**config.mk**
```make
export PLATFORM = sky130hd
export DESIGN_NAME = kctt_front
export DESIGN_NICKNAME = d
export VERILOG_FILES = /design/src/rtl/core/kctt_pkg.sv /design/src/rtl/core/kctt_front.sv
export SDC_FILE = /design/constraint.sdc
export NUM_CORES = 1
export LEC_CHECK = 0
export ABC_AREA = 1
export BUFFER_PORTS_ARGS = -buffer_cell sky130_fd_sc_hd__buf_4
export CORE_AREA = 2 2 186 188
export DETAILED_ROUTE_END_ITERATION = 8
export DIE_AREA = 0 0 188 190
export GPL_TIMING_DRIVEN = 0
export PLACE_DENSITY = 0.53
export SKIP_LAST_GASP = 1
export SLEW_MARGIN = 20
export SYNTH_ARGS = -nofsm -noshare
export SYNTH_HDL_FRONTEND = slang
export SYNTH_SLANG_ARGS = --single-unit
```
**constraint.sdc**
```tcl
create_clock -name clock -period 6.5 [get_ports clock]
set_clock_uncertainty 0.15 [all_clocks]
set_input_delay 0.975 -clock clock [delete_from_list [all_inputs] [get_ports clock]]
set_output_delay 0.975 -clock clock [all_outputs]
set_load 0.005 [all_outputs]
```
**src/rtl/core/kctt_pkg.sv**
```systemverilog
// ----------------------------------------------------------------------------
// kctt_pkg
// Shared types, constants and helpers of the keyed confidence tracking table.
// ----------------------------------------------------------------------------
package kctt_pkg;

   // table geometry
   localparam int TABLE_ENTRIES = 2048;
   localparam int IDX_W         = $clog2(TABLE_ENTRIES);
   localparam int CNT_W         = $clog2(TABLE_ENTRIES + 1);
   localparam int EVENT_KINDS   = 32;

   // fixed point constants
   localparam logic [16:0] Q16_ONE    = 17'd65536;
   localparam logic [19:0] HIT_WEIGHT = 20'd1966;   // 0.03 in Q16
   localparam logic [7:0]  HITS_MAX   = 8'd255;
   localparam int          RANK_W     = 20;
   localparam int          PROD_W     = 34;

   // register map, one register every eight bytes
   localparam int CSR_ADDR_W = 6;
   typedef enum logic [2:0] {
      REG_PROMOTABLE_MASK = 3'd0,
      REG_MIN_HITS        = 3'd1,
      REG_MAX_AGE_US      = 3'd2,
      REG_MIN_CONFIDENCE  = 3'd3,
      REG_ACCEPT_FLOOR    = 3'd4,
      REG_SMOOTHING_ALPHA = 3'd5,
      REG_SWITCH_MARGIN   = 3'd6,
      REG_DECAY_STEP      = 3'd7
   } reg_index_type;

   typedef struct packed {
      logic [31:0] promotable_mask;
      logic [7:0]  min_hits;
      logic [39:0] max_age_us;
      logic [16:0] min_confidence;
      logic [16:0] accept_floor;
      logic [16:0] smoothing_alpha;
      logic [16:0] switch_margin;
      logic [16:0] decay_step;
   } cfg_type;

   // classification made by the front end
   typedef enum logic [1:0] {
      OP_IGNORE  = 2'd0,   // observe that leaves the table alone
      OP_OBSERVE = 2'd1,
      OP_QUERY   = 2'd2,
      OP_SKIP    = 2'd3    // query with key zero
   } op_type;

   typedef struct packed {
      op_type      op;
      logic [31:0] key;
      logic [4:0]  kind;
      logic [16:0] conf;   // already clamped to 1.0
      logic [63:0] now;
   } item_type;

   typedef struct packed {
      logic [31:0] key;
      logic [4:0]  kind;
      logic [16:0] conf;
      logic [7:0]  hits;
      logic [63:0] last_seen;
   } entry_type;

   typedef struct packed {
      logic        accepted;
      logic        promoted;
      logic [4:0]  promoted_kind;
      logic [16:0] promoted_confidence;
   } result_type;

   typedef enum logic [2:0] {
      ST_IDLE  = 3'd0,
      ST_SCAN  = 3'd1,
      ST_EVAL  = 3'd2,
      ST_MUL   = 3'd3,
      ST_BLEND = 3'd4,
      ST_DONE  = 3'd5
   } back_state_type;

   function automatic logic kind_ok(input logic [31:0] mask, input logic [4:0] kind);
      logic ok;
      ok = (int'(kind) < EVENT_KINDS) && mask[kind];
      return ok;
   endfunction

endpackage

```
**src/rtl/core/kctt_front.sv**
```systemverilog
// ----------------------------------------------------------------------------
// kctt_front
// Takes input words, classifies them and holds them in a two-deep queue.
// ----------------------------------------------------------------------------
module kctt_front import kctt_pkg::*; (
   input  logic        clock,
   input  logic        reset,
   input  cfg_type     cfg,
   input  logic        push,
   output logic        full,
   input  logic        action,
   input  logic [31:0] form_id,
   input  logic [4:0]  event_kind,
   input  logic [16:0] confidence_in,
   input  logic [63:0] now_us,
   input  logic        q_pop,
   output logic        q_valid,
   output item_type    q_item
);

   item_type    slot_ff [2];
   logic        wr_ptr_ff, wr_ptr_in;
   logic        rd_ptr_ff, rd_ptr_in;
   logic [1:0]  cnt_ff, cnt_in;
   item_type    cls;
   logic [16:0] conf_clamped;
   logic        do_push;
   logic        do_pop;

   // classify the incoming word
   always_comb begin
      conf_clamped = (confidence_in > Q16_ONE) ? Q16_ONE : confidence_in;
      cls.key  = form_id;
      cls.kind = event_kind;
      cls.conf = conf_clamped;
      cls.now  = now_us;
      if (action == 1'b0) begin
         if (form_id == 32'd0 || !kind_ok(cfg.promotable_mask, event_kind) ||
             conf_clamped < cfg.accept_floor) begin
            cls.op = OP_IGNORE;
         end else begin
            cls.op = OP_OBSERVE;
         end
      end else begin
         cls.op = (form_id == 32'd0) ? OP_SKIP : OP_QUERY;
      end
   end

   assign full    = (cnt_ff == 2'd2);
   assign q_valid = (cnt_ff != 2'd0);
   assign q_item  = slot_ff[rd_ptr_ff];
   assign do_push = push && !full;
   assign do_pop  = q_pop && q_valid;

   // queue pointers
   always_comb begin
      wr_ptr_in = do_push ? !wr_ptr_ff : wr_ptr_ff;
      rd_ptr_in = do_pop ? !rd_ptr_ff : rd_ptr_ff;
      cnt_in    = cnt_ff + {1'b0, do_push} - {1'b0, do_pop};
   end

   always_ff @(posedge clock) begin
      if (reset) begin
         wr_ptr_ff <= 1'b0;
         rd_ptr_ff <= 1'b0;
         cnt_ff    <= 2'd0;
      end else begin
         wr_ptr_ff <= wr_ptr_in;
         rd_ptr_ff <= rd_ptr_in;
         cnt_ff    <= cnt_in;
      end
   end

   // queue storage
   always_ff @(posedge clock) begin
      if (do_push) begin
         slot_ff[wr_ptr_ff] <= cls;
      end
   end

endmodule

```
# --- After elaboration in Yosys (flattened, before gate mapping) ---
# Memories as Yosys holds them, arrays and structs flattened. A register that Yosys moved wholly into a read port is not among the register bits.
# Cells that the tools add are included.
classes:
  order_cmp: 3
  mux: 10
  n_eq_ne: 1
  n_reduce_logical: 10
  addsub: 2
op_table:
  columns: ["operator", "n"]
  rows:
  - ["$logic_not A32 Y1", 1]
  - ["$gt A17 B17 Y1 const B", 1]
  - ["$lt A17 B17 Y1", 1]
  - ["$mux W17", 1]
  - ["$mux W1", 7]
  - ["$lt A5 B6 Y1 const B", 1]
  - ["$bmux W1 S5", 1]
  - ["$logic_not A1 Y1", 4]
  - ["$add A2 B1 Y2", 1]
  - ["$eq A2 B2 Y1 const B", 1]
  - ["$logic_and A1 B1 Y1", 2]
  - ["$logic_or A1 B1 Y1", 2]
  - ["$mux W2", 1]
  - ["$reduce_bool A2 Y1", 1]
  - ["$sub A2 B1 Y2", 1]
totals:
  mem_bits_rw: 240
  n_memories: 1
  out_inout_bits: 122
  input_bits: 288
  elab_cells: 30
  regBits: 4
memory_table:
  columns: ["memory", "depth", "width", "read_ports", "rd_clocked_by_memory_dff", "wr", "line_no", "source"]
  rows:
  - ["slot_ff", 2, 120, 1, 1, 1, "kctt_front.sv:21", "item_type slot_ff [2];"]

# --- Logic depth before layout (Yosys ltp) ---
logic_depth:
  ltp_word: 7
  mapped_depth: 17
  mapped_depth_nobuf: 16

# --- Worst setup path after synthesis ---
# No wires, ideal clock.
synth_timing:
  path_type: "input-to-reg"
  start: "input push"
  end: "memory slot_ff[1][0] (netlist bit) (enable)"
  setup_slack_ns: -0.423
  setup_ns: 0.603
  required_ns: 5.747
  n_path_buf: 0
  t_arrival_ns: 6.170
  path_stages: 2
  path_cell_list: "o21ai_0 > nor2_1"
synth_via:
  elab_chain_cells: 3
synth_lines:
  columns: ["item", "line_no", "source"]
  rows:
  - ["start: declaration", "kctt_front.sv:9", "input logic push,"]
  - ["$logic_and A1 B1 Y1", "kctt_front.sv:52", "assign do_push = push && !full;"]
  - ["$mux W1", "kctt_front.sv:76", "if (do_push) begin"]
  - ["$mux W1 (implied by the code)", "kctt_front.sv:77", "slot_ff[wr_ptr_ff] <= cls;"]
  - ["end: declaration", "kctt_front.sv:21", null]
# Every way passes these cells.

==> impl_metrics.tcl <==
set metrics [dict create \
    finalCritPeriodShare_pct 49.4 \
    grt_pass1_vias 6259 \
    drv_cap 0 \
    die_w_um 188 \
    dpl.hpwl_um 17300 \
    ios 410 \
    initialDrtViolationCount 193 \
    yosysTopAreaCellShare_pct 72.3 \
    clock_sinks 245 \
    period_minus_slack_ns 3.21 \
    p_per_area_nw_per_um2 336 \
    grt_use_met2_pct 21.0 \
    outcome "completed" \
    synth_top_cell_by_area "edfxtp_1" \
    max_freq_mhz 311 \
    vias_per_cell 4.24 \
    cp_data_required_time_ns 5.37 \
    gp_congestion 0.806 \
    grt_pass1_wl_um 34800 \
    peakVddDrop_uv 178 \
    drive_above_1_share_pct 48.8 \
    track_usage_pct 12.5 \
    crit_path_frequent_cell "buf_2" \
    hold_path_class "reg -> reg" \
    clock_path_buffers 3 \
    setup_ws_ns 3.29 \
    die-area_sq_um 35700 \
    vias 6124 \
    fillers 3181 \
    rsz0062_at_grt "false" \
    cts_resized 0 \
    core_sq_um 33900 \
    overflow 0 \
    tightest_slew_ns 0.826 \
    yosys-top-cells-area "edfxtp_1 (72%), mux2_2 (14%), nand2_1 (2.5%)" \
    ys.flop_type "edfxtp_1" \
    cp-end-kind "primary output" \
    slowest_delay_ns 0.40 \
    wl_um 23300 \
    netlist_area_sq_um 9970 \
    routedWlPerCell_um 16.1 \
    fin_nets 1275 \
    rrSetupSlack_ns 4.17 \
    worst_ep_arrival_time_ns 2.09 \
    port_buffers 293 \
    drcViolationCount 0 \
    root_buffer "clkbuf_16" \
    fin_cells 1443 \
    syn_nets 941 \
    synth_enable_flop_cells 240 \
    timing.rr.start "cnt_ff[1]" \
    pre_cts_slack_ns 2.86 \
    ys_ff_latch 245 \
    path_depth 4 \
    seq_area_frac_synth_pct 73.3 \
    htree_levels 1 \
    start_util_pct 29.4 \
    r2r-end "slot_ff[0][83]" \
    clk_pin_slew_ns 0.06 \
    startpoint_type "flop" \
    row_count 68 \
    crit_fanout 10 \
    path_cells "buf_2 > buf_2 > mux2_2 > buf_4" \
    antenna_found_initial 0 \
    crit_buf_inv 3 \
    final-setup-viol-count 0 \
    avgSynthCellArea_sq_um 15.7 \
    crit_type "reg -> out" \
    relSlewSlack_pct 44.3 \
    slew_violations 0 \
    finalHoldViolations 0 \
    ant_nets 0 \
    cts_setup_buffers 0 \
    yosysWarnings 0 \
    cts_made_buffers 26 \
    cp-endpoint "q_item[78]" \
    grt_use_met1_pct 15.5 \
    firstDrtPassIters 4 \
    dp.cells 1396 \
    ctsHoldBuffers 0 \
    worst_path_max_delay_cell "mux2_2" \
    cp_top_family "buffers and inverters" \
    clk_latency_ns 0.52 \
    grt_max_degree 24 \
    syn_to_final_growth_pct 38.9 \
    netlist_instances 635 \
    grt_util_met3_pct 3.82 \
    async_flop_share_pct 0 \
    cts_tree "done" \
    num_antenna_cells 0 \
    top_usage_layer "met2" \
    yosysUniqueCellTypes 24 \
    die_h_um 190 \
    ff2ff_path_depth 6 \
    p_leak_uw 0.00554 \
]
## synthesized netlist by cell type (2+ instances only)
| library cell | n |
|---|---|
| o21ai_1 | 4 |
| edfxtp_1 | 240 |
| nand4_1 | 6 |
| nand2_2 | 2 |
| inv_1 | 54 |
| ha_1 | 18 |
| nor2_1 | 61 |
| mux2_2 | 120 |
| nor3b_1 | 2 |
| or2_2 | 2 |
| buf_6 | 2 |
| a21oi_1 | 9 |
| dfxtp_1 | 5 |
| nand2_1 | 66 |
| nand3_1 | 19 |
| buf_2 | 14 |
| o21ai_0 | 4 |
## how the worst min path moves through the flow
stage	start	depth (start not counted)	slack, ns	end
final	rd_ptr_ff	2	0.33	rd_ptr_ff
after global routing	rd_ptr_ff	2	0.35	flop
after CTS	rd_ptr_ff	2	0.33	flop
after detailed placement	rd_ptr_ff	2	0.32	flop
after global placement	rd_ptr_ff	2	0.32	flop
after floorplan	rd_ptr_ff	2	0.30	flop
## layout by cell type, fill, tap and decap left out, types with 3 or more instances in the layout
master	count
dfxtp_1	5
o21ai_1	4
ha_1	18
clkbuf_16	27
clkinv_2	3
nor2_1	59
buf_4	293
edfxtp_1	240
clkinv_1	12
buf_16	10
inv_1	54
nand4_1	6
buf_2	14
a21oi_1	9
mux2_2	120
nand3_1	19
o21ai_0	4
clkbuf_1	5
nand2_1	66
## tightest hold or removal path, cell delays in order (launching register included)
cell and delay, ns:
dfxtp_1 0.30, nand2_1 0.07, a21oi_1 0.06
## routing by layer
metal	part of all wire, %	vias up	wire length [um]
li1	-	2966	-
met1	42	2898	9860
met2	47	217	11000
met3	7.8	43	1820
met4	2.5	0	573
met5	0	-	0
## layout make-up
class	count	area [sq um]	area share, %
Tap cell	455	569	4.11
Multi-Input combinational cell	316	2350	17.0
Clock inverter	16	67.6	0.488
Inverter	56	215	1.56
Buffer	18	111	0.805
Clock buffer	31	691	4.99
Sequential cell	245	7310	52.8
Timing Repair Buffer	306	2530	18.3
## cell families after synthesis
group | Yosys count | synth area share [%]
DFF | 245 | 73.3
and+or+nand+nor | 159 | 6.57
muxes | 120 | 13.6
buffers and inverters | 74 | 3.28
AOI/OAI and AO/OA | 18 | 0.929
adders and majority gates | 18 | 2.26
xor gates and xnor gates | 1 | 0.0879
## per-stage QoR
step / power [uW] / TNS, ns / area [sq um] / hold WS, ns / util, %
4_1_cts: 4740 / 0 / 13800 / 0.332 / 40.8
5_1_grt: 4890 / 0 / 13800 / 0.353 / 40.8
6_report: 4650 / 0 / 13800 / 0.328 / 40.8
3_3_place_gp: 3340 / -182.85 / 12700 / 0.316 / 37.5
2_1_floorplan: 2670 / 0 / 9970 / 0.304 / -
3_5_place_dp: 3400 / 0 / 13100 / 0.322 / 38.5
## power breakdown
group / switching [uW] / internal (uW) / total, uW
sequential: 43.1 / 2010 / 2050
clock: 567 / 748 / 1310
combinational: 576 / 706 / 1280
total: 1190 / 3460 / 4650
## state kept, by name (all words and copies together), names as in the netlist, named ones only
signal     count
wr_ptr_ff      1
cnt_ff         2
slot_ff      240
rd_ptr_ff      1
(Power assumes the default switching activity.)
